--- config.mk ---
export PLATFORM = sky130hd
export DESIGN_NAME = window_rms_and_peak_to_peak_unit
export DESIGN_NICKNAME = d
export VERILOG_FILES = /design/src/rtl/wrms_pkg.sv /design/src/rtl/wrms_acc.sv /design/src/rtl/wrms_div.sv /design/src/rtl/wrms_sqrt.sv /design/src/rtl/window_rms_and_peak_to_peak_unit.sv
export SDC_FILE = /design/constraint.sdc
export NUM_CORES = 1
export LEC_CHECK = 0
export ABC_AREA = 1
export BUFFER_PORTS_ARGS = -buffer_cell sky130_fd_sc_hd__buf_2
export CAP_MARGIN = 20
export CORE_UTILIZATION = 50
export CTS_CLUSTER_DIAMETER = 150
export DETAILED_ROUTE_END_ITERATION = 6
export PLACE_DENSITY = 0.68
export SYNTH_ARGS = -nofsm -noshare
export SYNTH_HDL_FRONTEND = slang
export SYNTH_SLANG_ARGS = --single-unit
--- constraint.sdc ---
create_clock -name clock -period 6 [get_ports clock]
set_input_delay 0.6 -clock clock [delete_from_list [all_inputs] [get_ports clock]]
set_output_delay 0.6 -clock clock [all_outputs]
set_load 0.01 [all_outputs]
--- src/rtl/wrms_pkg.sv ---
`timescale 1ns / 1ps
package wrms_pkg;

   localparam int SAMPLE_W = 12;
   localparam int RMS_W    = 12;
   localparam int P2P_W    = 12;
   localparam int COUNT_W  = 9;

   typedef struct packed {
      logic [SAMPLE_W-1:0] sample;
      logic                last_of_window;
   } req_type;

   typedef struct packed {
      logic [RMS_W-1:0]   rms_level;
      logic [P2P_W-1:0]   swing;
      logic [COUNT_W-1:0] sample_count;
   } rsp_type;

   // take: an item enters the accumulator; clear: window results are out, restart
   typedef struct packed {
      logic take;
      logic clear;
   } acc_ctl_type;

   typedef enum logic [2:0] {
      ST_ACCUM,
      ST_FOLD,
      ST_DIVIDE,
      ST_ROOT,
      ST_EMIT
   } state_type;

endpackage

--- src/rtl/wrms_acc.sv ---
`timescale 1ns / 1ps
module wrms_acc import wrms_pkg::*; #(
   parameter int SAMPLE_BITS = 12,
   parameter int WINDOW_MAX  = 256
) (
   input  logic                                          clock,
   input  logic                                          reset,
   input  acc_ctl_type                                   ctl,
   input  logic [SAMPLE_BITS-1:0]                        sample_in,
   input  logic                                          last_in,
   output logic                                          close,
   output logic [2*SAMPLE_BITS+$clog2(WINDOW_MAX+1)-1:0] sum_total,
   output logic [$clog2(WINDOW_MAX+1)-1:0]               count,
   output logic [SAMPLE_BITS-1:0]                        min_value,
   output logic [SAMPLE_BITS-1:0]                        max_value
);

   localparam int CntW = $clog2(WINDOW_MAX + 1);
   localparam int SqW  = 2 * SAMPLE_BITS;
   localparam int SumW = SqW + CntW;

   logic [SqW-1:0]         sq_ff, sq_in;
   logic                   pend_ff, pend_in;
   logic [SumW-1:0]        sum_ff, sum_in;
   logic [CntW-1:0]        count_ff, count_in;
   logic [SAMPLE_BITS-1:0] min_ff, min_in;
   logic [SAMPLE_BITS-1:0] max_ff, max_in;
   logic [SqW-1:0]         s_ext;
   logic [CntW-1:0]        count_inc;

   always_comb begin
      s_ext     = SqW'(sample_in);
      count_inc = CntW'(count_ff + CntW'(1));
      close     = last_in || (count_inc == CntW'(WINDOW_MAX));
      // square is registered in sq_ff after the item is taken; fold it in here
      sum_total = pend_ff ? SumW'(sum_ff + SumW'(sq_ff)) : sum_ff;
      count     = count_ff;
      min_value = min_ff;
      max_value = max_ff;
   end

   always_comb begin
      sq_in    = sq_ff;
      pend_in  = 1'b0;
      sum_in   = sum_total;
      count_in = count_ff;
      min_in   = min_ff;
      max_in   = max_ff;
      if (ctl.clear) begin
         sum_in   = '0;
         count_in = '0;
         min_in   = '1;
         max_in   = '0;
      end else if (ctl.take) begin
         sq_in    = s_ext * s_ext;
         pend_in  = 1'b1;
         count_in = count_inc;
         if (sample_in < min_ff) begin
            min_in = sample_in;
         end
         if (sample_in > max_ff) begin
            max_in = sample_in;
         end
      end
   end

   always_ff @(posedge clock) begin
      if (reset) begin
         pend_ff  <= 1'b0;
         sum_ff   <= '0;
         count_ff <= '0;
         min_ff   <= '1;
         max_ff   <= '0;
      end else begin
         pend_ff  <= pend_in;
         sum_ff   <= sum_in;
         count_ff <= count_in;
         min_ff   <= min_in;
         max_ff   <= max_in;
      end
   end

   always_ff @(posedge clock) begin
      sq_ff <= sq_in;
   end

endmodule

--- src/rtl/wrms_div.sv ---
`timescale 1ns / 1ps
module wrms_div #(
   parameter int DIVIDEND_W = 33,
   parameter int DIVISOR_W  = 9
) (
   input  logic                  clock,
   input  logic                  reset,
   input  logic                  start,
   input  logic [DIVIDEND_W-1:0] dividend,
   input  logic [DIVISOR_W-1:0]  divisor,
   output logic                  done,
   output logic [DIVIDEND_W-1:0] quotient
);

   localparam int StepW = $clog2(DIVIDEND_W);

   logic                  busy_ff, busy_in;
   logic                  done_ff, done_in;
   logic [StepW-1:0]      step_ff, step_in;
   logic [DIVIDEND_W-1:0] dq_ff, dq_in;
   logic [DIVISOR_W-1:0]  rem_ff, rem_in;
   logic [DIVISOR_W-1:0]  dvs_ff, dvs_in;
   logic [DIVISOR_W:0]    rem_t;
   logic [DIVISOR_W:0]    diff;
   logic                  q_bit;

   // restoring division: one quotient bit per cycle, shifted into the dividend register
   always_comb begin
      rem_t = {rem_ff, dq_ff[DIVIDEND_W-1]};
      diff  = rem_t - {1'b0, dvs_ff};
      q_bit = rem_t >= {1'b0, dvs_ff};
   end

   always_comb begin
      busy_in = busy_ff;
      done_in = 1'b0;
      step_in = step_ff;
      dq_in   = dq_ff;
      rem_in  = rem_ff;
      dvs_in  = dvs_ff;
      if (start) begin
         busy_in = 1'b1;
         step_in = StepW'(DIVIDEND_W - 1);
         dq_in   = dividend;
         rem_in  = '0;
         dvs_in  = divisor;
      end else if (busy_ff) begin
         dq_in  = {dq_ff[DIVIDEND_W-2:0], q_bit};
         rem_in = q_bit ? diff[DIVISOR_W-1:0] : rem_t[DIVISOR_W-1:0];
         if (step_ff == '0) begin
            busy_in = 1'b0;
            done_in = 1'b1;
         end else begin
            step_in = step_ff - StepW'(1);
         end
      end
   end

   always_ff @(posedge clock) begin
      if (reset) begin
         busy_ff <= 1'b0;
         done_ff <= 1'b0;
         step_ff <= '0;
      end else begin
         busy_ff <= busy_in;
         done_ff <= done_in;
         step_ff <= step_in;
      end
   end

   always_ff @(posedge clock) begin
      dq_ff  <= dq_in;
      rem_ff <= rem_in;
      dvs_ff <= dvs_in;
   end

   assign done     = done_ff;
   assign quotient = dq_ff;

endmodule

--- src/rtl/wrms_sqrt.sv ---
`timescale 1ns / 1ps
module wrms_sqrt #(
   parameter int ROOT_W = 12
) (
   input  logic                  clock,
   input  logic                  reset,
   input  logic                  start,
   input  logic [2*ROOT_W-1:0]   radicand,
   output logic                  done,
   output logic [ROOT_W-1:0]     root
);

   localparam int RadW  = 2 * ROOT_W;
   localparam int StepW = $clog2(ROOT_W);

   logic              busy_ff, busy_in;
   logic              done_ff, done_in;
   logic [StepW-1:0]  step_ff, step_in;
   logic [RadW-1:0]   rad_ff, rad_in;
   logic [ROOT_W:0]   rem_ff, rem_in;
   logic [ROOT_W-1:0] root_ff, root_in;
   logic [ROOT_W+1:0] rem_t;
   logic [ROOT_W+1:0] trial;
   logic [ROOT_W+1:0] diff;
   logic              r_bit;

   // one root bit per cycle from the top two radicand bits
   always_comb begin
      rem_t = {rem_ff[ROOT_W-1:0], rad_ff[RadW-1 -: 2]};
      trial = {root_ff, 2'b01};
      diff  = rem_t - trial;
      r_bit = rem_t >= trial;
   end

   always_comb begin
      busy_in = busy_ff;
      done_in = 1'b0;
      step_in = step_ff;
      rad_in  = rad_ff;
      rem_in  = rem_ff;
      root_in = root_ff;
      if (start) begin
         busy_in = 1'b1;
         step_in = StepW'(ROOT_W - 1);
         rad_in  = radicand;
         rem_in  = '0;
         root_in = '0;
      end else if (busy_ff) begin
         rad_in  = {rad_ff[RadW-3:0], 2'b00};
         rem_in  = r_bit ? diff[ROOT_W:0] : rem_t[ROOT_W:0];
         root_in = {root_ff[ROOT_W-2:0], r_bit};
         if (step_ff == '0) begin
            busy_in = 1'b0;
            done_in = 1'b1;
         end else begin
            step_in = step_ff - StepW'(1);
         end
      end
   end

   always_ff @(posedge clock) begin
      if (reset) begin
         busy_ff <= 1'b0;
         done_ff <= 1'b0;
         step_ff <= '0;
      end else begin
         busy_ff <= busy_in;
         done_ff <= done_in;
         step_ff <= step_in;
      end
   end

   always_ff @(posedge clock) begin
      rad_ff  <= rad_in;
      rem_ff  <= rem_in;
      root_ff <= root_in;
   end

   assign done = done_ff;
   assign root = root_ff;

endmodule

--- src/rtl/window_rms_and_peak_to_peak_unit.sv ---
`timescale 1ns / 1ps
// Windowed RMS and peak-to-peak meter.
// req channel: one converter sample per item with a last_of_window flag. While a
// window is open, req_stall stays low and an item is taken every cycle that
// req_valid is high; a square is formed and added into an exact sum while count,
// minimum and maximum update. A window closes on last_of_window or when it holds
// WINDOW_MAX samples. After the closing item req_stall rises while a bit-serial
// divider forms sum / count (one quotient bit per cycle) and a bit-serial square
// root is then taken of the quotient.
// rsp channel: one item per window with rms_level, swing, sample_count;
// it is loaded once the divider and then the root unit are done. The result sits
// in an output register: the next window is taken while it waits. If rsp_stall
// holds that register when a second window closes, req_stall stays high until
// the first result is taken.
// Reset (synchronous) empties the window and drops any pending result.
module window_rms_and_peak_to_peak_unit import wrms_pkg::*; #(
   parameter int WINDOW_MAX  = 256,
   parameter int SAMPLE_BITS = 12
) (
   input  logic    clock,
   input  logic    reset,
   input  logic    req_valid,
   output logic    req_stall,
   input  req_type req_data,
   output logic    rsp_valid,
   input  logic    rsp_stall,
   output rsp_type rsp_data
);

   localparam int CntW = $clog2(WINDOW_MAX + 1);
   localparam int SumW = 2 * SAMPLE_BITS + CntW;

   state_type              state_ff, state_in;
   acc_ctl_type            acc_ctl;
   logic [SAMPLE_BITS-1:0] sample_in;
   logic                   close;
   logic [SumW-1:0]        sum_total;
   logic [CntW-1:0]        count;
   logic [SAMPLE_BITS-1:0] min_value;
   logic [SAMPLE_BITS-1:0] max_value;
   logic                   div_start;
   logic                   div_done;
   logic [SumW-1:0]        quotient;
   logic                   root_start;
   logic                   root_done;
   logic [SAMPLE_BITS-1:0] root;
   logic                   out_free;
   logic                   load;
   logic                   rsp_valid_ff, rsp_valid_in;
   rsp_type                rsp_data_ff, rsp_data_in;

   assign sample_in = SAMPLE_BITS'(req_data.sample);
   assign out_free  = !rsp_valid_ff || !rsp_stall;

   wrms_acc #(
      .SAMPLE_BITS (SAMPLE_BITS),
      .WINDOW_MAX  (WINDOW_MAX)
   ) u_acc (
      .clock     (clock),
      .reset     (reset),
      .ctl       (acc_ctl),
      .sample_in (sample_in),
      .last_in   (req_data.last_of_window),
      .close     (close),
      .sum_total (sum_total),
      .count     (count),
      .min_value (min_value),
      .max_value (max_value)
   );

   wrms_div #(
      .DIVIDEND_W (SumW),
      .DIVISOR_W  (CntW)
   ) u_div (
      .clock    (clock),
      .reset    (reset),
      .start    (div_start),
      .dividend (sum_total),
      .divisor  (count),
      .done     (div_done),
      .quotient (quotient)
   );

   wrms_sqrt #(
      .ROOT_W (SAMPLE_BITS)
   ) u_sqrt (
      .clock    (clock),
      .reset    (reset),
      .start    (root_start),
      .radicand ((2*SAMPLE_BITS)'(quotient)),
      .done     (root_done),
      .root     (root)
   );

   always_comb begin
      state_in = state_ff;
      case (state_ff)
         ST_ACCUM: begin
            if (acc_ctl.take && close) begin
               state_in = ST_FOLD;
            end
         end
         ST_FOLD: begin
            state_in = ST_DIVIDE;
         end
         ST_DIVIDE: begin
            if (div_done) begin
               state_in = ST_ROOT;
            end
         end
         ST_ROOT: begin
            if (root_done) begin
               state_in = ST_EMIT;
            end
         end
         ST_EMIT: begin
            if (out_free) begin
               state_in = ST_ACCUM;
            end
         end
         default: begin
            state_in = ST_ACCUM;
         end
      endcase
   end

   always_comb begin
      req_stall     = 1'b1;
      div_start     = 1'b0;
      root_start    = 1'b0;
      load          = 1'b0;
      case (state_ff)
         ST_ACCUM: begin
            req_stall = 1'b0;
         end
         ST_FOLD: begin
            div_start = 1'b1;
         end
         ST_DIVIDE: begin
            root_start = div_done;
         end
         ST_ROOT: begin
            load = 1'b0;
         end
         ST_EMIT: begin
            load = out_free;
         end
         default: begin
            req_stall = 1'b1;
         end
      endcase
      acc_ctl.take  = req_valid && !req_stall;
      acc_ctl.clear = load;
   end

   always_comb begin
      rsp_valid_in = rsp_valid_ff && rsp_stall;
      rsp_data_in  = rsp_data_ff;
      if (load) begin
         rsp_valid_in             = 1'b1;
         rsp_data_in.rms_level    = RMS_W'(root);
         rsp_data_in.swing        = P2P_W'(max_value - min_value);
         rsp_data_in.sample_count = COUNT_W'(count);
      end
   end

   always_ff @(posedge clock) begin
      if (reset) begin
         state_ff     <= ST_ACCUM;
         rsp_valid_ff <= 1'b0;
      end else begin
         state_ff     <= state_in;
         rsp_valid_ff <= rsp_valid_in;
      end
   end

   always_ff @(posedge clock) begin
      rsp_data_ff <= rsp_data_in;
   end

   assign rsp_valid = rsp_valid_ff;
   assign rsp_data  = rsp_data_ff;

endmodule

# Word level (Yosys, flattened, before mapping)
# Cells that the tools add are included.
# totals
register_bits	241
output_inout_bits	35
word_cells	110
# op_classes
bitwise_logic	5
mux	32
n_reduce_logical	25
n_addsub	7
eq_ne	11
magnitude_cmp	4
mul	1
# op_table
operator	count
33-bit two-way mux	3
24-bit two-way mux	2
33-bit by 24-bit adder with 33-bit output	1
12-bit by 12-bit multiplier with 24-bit output	1
12-bit subtractor	2
6-bit two-way mux	3
3-bit case mux with 5 select lines	1
14-bit >= comparator	1
1-bit two-way mux	14
2-bit AND reduction	7
12-bit greater-than comparator	1
12-bit less-than comparator	1
12-bit two-way mux	1
3-bit two-way mux	4
4-bit two-way mux	3
10-bit by 9-bit >= comparator with 1-bit output	1
9-bit by 1-bit adder with 9-bit output, second input constant	1
9-bit equality test, second input constant	1
9-bit two-way mux	1
9-bit subtractor	1
2-bit != test, second input constant	4
3-bit by 2-bit equality test with 1-bit output, second input constant	2
6-bit zero test	1
2-bit OR reduction	3
other kinds (14)	25

# Depth between registers and ports, before layout
# logic_depth
depth_word	6
ltp_mapped	23
ltp_nobuf	22

# Cells and area by module
# From an unflattened synthesis, not the netlist that was laid out.
# unflattened
cells_unflattened	2359
hier_area_um2	17889.7
# by_module_without_submodules
module	seq_area_each_um2	cells_per_inst	area_each_um2	instances
wrms_acc	2031.9	1412	10079.7	1
wrms_div	1601.5	358	3005.4	1
wrms_sqrt	1321.3	381	2896.5	1
window_rms_and_peak_to_peak_unit	1071.0	208	1908.1	1

# Least setup slack after synthesis
# No wires, ideal clock.
# synth_timing
kind	in2reg
startpoint	input port req_data[8] in the netlist's numbering
endpoint	register u_acc.sq_ff[21], data pin
arrival_ns	4.852
setup_slack_ns	0.896
path_stages	23
path_cell_list	clkbuf_1 nand2_1 inv_1 fa_1 inv_1 fa_1 fa_1 inv_1 fa_1 inv_1 fa_1 inv_1 ha_1 nand2_1 inv_1 a21oi_1 nand2_1 a21oi_2 o21bai_2 nand3_1 nand2_1 nand2_1 nand2_1
# synth_via
elab_chain_cells	1
# synth_lines
item	line	text
start, declared	window_rms_and_peak_to_peak_unit.sv:24	input req_type req_data,
12-bit by 12-bit multiplier with 24-bit output	wrms_acc.sv:55	sq_in = s_ext * s_ext;
end signal, assigned	wrms_acc.sv:84	sq_ff <= sq_in;
end, declared	wrms_acc.sv:22	logic [SqW-1:0] sq_ff, sq_in;
# Every way passes these cells.
# A chain may end at the register's enable or synchronous reset.

# Worst setup path in the final report
# layout_timing
startpoint	input port req_data[3] in the netlist's numbering
endpoint	register u_acc.sq_ff[21], data pin
# Same word-level chain as after synthesis.

==> metrics <==
outcome complete, no violations; DIE AREA 0.03440 mm2; fin nets 2339; synthesized area per cell 8.157 um2; crit path launch type input port; Worst Hold Class input port to register; Total Routing Usage GR 0.2242; initial antenna violation count 0; via count 13.36k; share of post-route cells with drive strength above 1 0.07507; first-pass GRT wire length 62450 um; Post-route DRC 0; Worst-Skew Late Latency 0.56 ns; post-route ant nets 0; WL per Instance 14.60 um; Site Rows 66; Placer Congestion 0.9569; Detail Placement HPWL 28140 um; CP arrival 5.43 ns; drt first pass iters 7; slowest cell on the critical path fa_1; period utilization 0.8579; minimum clock period 5.147 ns; syn_nets 2305; Area Growth Syn to Fin 9.085%; number of CTS-inserted buffers 27; critical-path cell list buf_2 > nand2_1 > fa_1 > inv_1 > ha_1 > inv_1 > fa_1 > inv_1 > fa_1 > inv_1 > fa_1 > inv_1 > ha_1 > nand2_1 > inv_1 > a21oi_1 > nand2_1 > a21oi_2 > o21bai_2 > nand3_1 > nand2_1 > nand2_1 > nand2_1; final wirelength 37380 um; Hold-fix buffers, CTS 0; Final Slew Violations 0; Post-synth EDFFs 122; Synth async-reset ratio 0; Top delay family on crit path adder cells; vias in the first global route 13.11k; CTS clk-pin slew, worst paths 0.06 ns; pwr dens 495.9 mW/mm2; port bufs 51; core area 0.03287 mm2; number of H-tree levels 1; largest net degree at the start of global routing 61; CTS tree yes; setup repair after global routing missed its margin false; max-cap violations 0; CP peak stage delay 0.57 ns; Antenna Cells 0; post-cts gate resize count 0; die width 185.5 um; Root Driver clkbuf_16; Crit Path Max Fanout 17; clock sink count 240; Setup CP Type input port to register; Synth Register Bits 240; DRT iter0 DRCs 664; remaining global-route overflow 0; Final Non-Filler Cells 2560; Post-Syn Area 0.01683 mm2; Placed Cells 2510; fmax 194.3 MHz; Filler cells 3122; Die H 185.5 um; post-synthesis sequential area ratio 0.3581; WP buf/inv 7; Synth warnings 0; I/O pins 52; Critical Path Sink Type register; Max Buffers Root-to-Sink 3; Most used DFF post-synth edfxtp_1; Initial Util 0.5120; Crit path required time 6.28 ns; LEAKAGE 8.962 nW; Rel. slew slack 0.3681; final core occ 0.5586; endpoints failing setup 0; synthesized netlist cell count 2063; vias per cell 5.218; Max IR drop VDD 0.0003055 V; Netlist cell types 57; Final Skew 0.02874 ns; final count of hold timing violations 0; setup_tns 0 ns; post-CTS setup buffers 0; Least-Margin Pin Slew 0.9455 ns
==> report_power, final <==
| part | internal (mW) | total [mW] | switching [mW] |
|---|---|---|---|
| Clock | 1.01 | 1.70 | 0.683 |
| Sequential | 2.44 | 2.72 | 0.280 |
| Combinational | 1.67 | 4.69 | 3.01 |
==> worst reg2reg max path: stages (launching register included) <==
cell and delay, ns:
dfxtp_1 0.36, nor2_2 0.21, inv_2 0.08, nor2_4 0.13, nand2_1 0.27, inv_2 0.62
o41ai_1 0.22, inv_2 0.09, nand2_2 0.17, inv_2 0.28, nor2_1 0.07, nor2_1 0.11
==> registers in the layout, summed over array words and instances, names as in the netlist <==
name and cells:
u_acc.min_value 12, u_sqrt.root 12, u_acc.count 9, u_acc.max_value 12, rsp_data 33, u_sqrt.step_ff 4
rsp_valid 1, u_sqrt.rad_ff 24, u_sqrt.busy_ff 1, u_sqrt.rem_ff 12, u_div.rem_ff 9, u_div.step_ff 6
state_ff 3, u_div.quotient 33, u_sqrt.done 1, u_acc.sum_ff 33, u_acc.pend_ff 1, u_acc.sq_ff 23
u_div.busy_ff 1, u_div.done 1, u_div.dvs_ff 9
==> per-stage QoR <==
| stage | total power [mW] | hold WS, ns | area (um2) | setup slack (ns) |
|---|---|---|---|---|
| after global placement | 7.280 | 0.4485 | 17440 | 0.6043 |
| after floorplan | 6.311 | 0.4299 | 16830 | 0.8960 |
| after global routing | 9.909 | 0.2878 | 18360 | 0.5864 |
| after CTS | 9.137 | 0.2811 | 18360 | 0.9598 |
| final | 9.103 | 0.2996 | 18360 | 0.8526 |
| after detailed placement | 7.391 | 0.4504 | 17440 | 0.3783 |
==> cells in the final DEF, fill, tap and decap left out, drive strengths merged, types with 2 or more instances in the layout <==
| cell | n |
|---|---|
| nor3b | 2 |
| mux2i | 3 |
| nand2 | 494 |
| nand4 | 18 |
| a31oi | 6 |
| edfxtp | 122 |
| dfxtp | 118 |
| clkbuf | 36 |
| or2 | 8 |
| xnor2 | 27 |
| nand3 | 85 |
| o2111ai | 2 |
| inv | 369 |
| a211oi | 8 |
| a21boi | 2 |
| a21oi | 128 |
| xor2 | 32 |
| bufinv | 3 |
| nor2 | 143 |
| o211ai | 19 |
| nor3 | 24 |
| clkinv | 9 |
| a21o | 4 |
| o31ai | 6 |
| ha | 141 |
| o21bai | 5 |
| o21ai | 131 |
| fa | 84 |
| nand3b | 5 |
| a22oi | 11 |
| nor4 | 6 |
| buf | 56 |
| and2 | 2 |
| o21a | 4 |
==> routing by layer <==
metal	GRT usage	part of all wire	up-vias
met3	0.02641	0.041	55
li1	-	-	6751
met2	0.3877	0.47	255
met1	0.2978	0.47	6296
met4	0.05521	0.019	0
met5	0	0	-
==> logic make-up (layout without fill, tap and decap cells) <==
family,after synthesis,in the layout,synth area share
xor gates and xnor gates,59,59,0.03071
muxes,4,4,0.002454
AOI/OAI and AO/OA,329,329,0.1112
buffers and inverters,419,474,0.09651
adders and majority gates,225,225,0.2048
and+or+nand+nor,787,787,0.1964
DFF,240,240,0.3581
==> synthesized netlist by cell type, types with 3 or more instances <==
library cell | n | area share
clkbuf_1 | 27 | 0.0060
nand3_1 | 81 | 0.024
nor2_2 | 3 | 0.0011
nand3b_1 | 5 | 0.0022
a211oi_1 | 7 | 0.0031
a21oi_1 | 125 | 0.037
o21ai_0 | 62 | 0.018
or2_2 | 6 | 0.0022
nor4_1 | 6 | 0.0022
o21ai_2 | 5 | 0.0026
dfxtp_1 | 118 | 0.14
edfxtp_1 | 122 | 0.22
nand4_1 | 18 | 0.0067
a21o_1 | 4 | 0.0018
a31oi_1 | 6 | 0.0022
o21bai_1 | 4 | 0.0018
mux2i_1 | 3 | 0.0018
nand3_2 | 4 | 0.0024
o211ai_1 | 19 | 0.0085
a22oi_1 | 11 | 0.0049
o21a_1 | 4 | 0.0018
buf_6 | 3 | 0.0020
xor2_1 | 32 | 0.017
nor2_1 | 138 | 0.031
nand2_2 | 9 | 0.0033
xnor2_1 | 27 | 0.014
ha_1 | 141 | 0.10
inv_2 | 15 | 0.0033
nand2_1 | 483 | 0.11
buf_2 | 17 | 0.0051
nor3_1 | 21 | 0.0062
o21ai_1 | 63 | 0.019
a21oi_2 | 3 | 0.0016
o31ai_1 | 6 | 0.0027
inv_1 | 352 | 0.079
fa_1 | 84 | 0.10
==> area by class of cell <==
class                   count  area, um2  share of cell area
multi-input cells        1404       9186              0.5004
flip-flops and latches    240       6027              0.3283
clock inverters            14      167.7            0.009133
well taps                 442      553.0             0.03013
repair buffers             56      292.8             0.01595
clock buffers              36      749.5             0.04083
inverters                 368       1381             0.07525
==> final timing paths <==
check,slack [ns],to,startpoint,cells past startpoint
max,0.85,u_acc.sq_ff[21]$_DFFE_PP_,req_data[3],23
min,0.30,rsp_valid$_SDFF_PP0_,reset,2
max reg2reg,3.33,u_acc.max_value[10]$_SDFFE_PP0P_,state_ff[2]$_SDFFE_PP0P_,11
min reg2reg,0.47,u_sqrt.rem_ff[10]$_SDFFE_PP0P_,u_sqrt.rem_ff[10]$_SDFFE_PP0P_,2
Note: power is estimated with default switching activity, not from simulation.
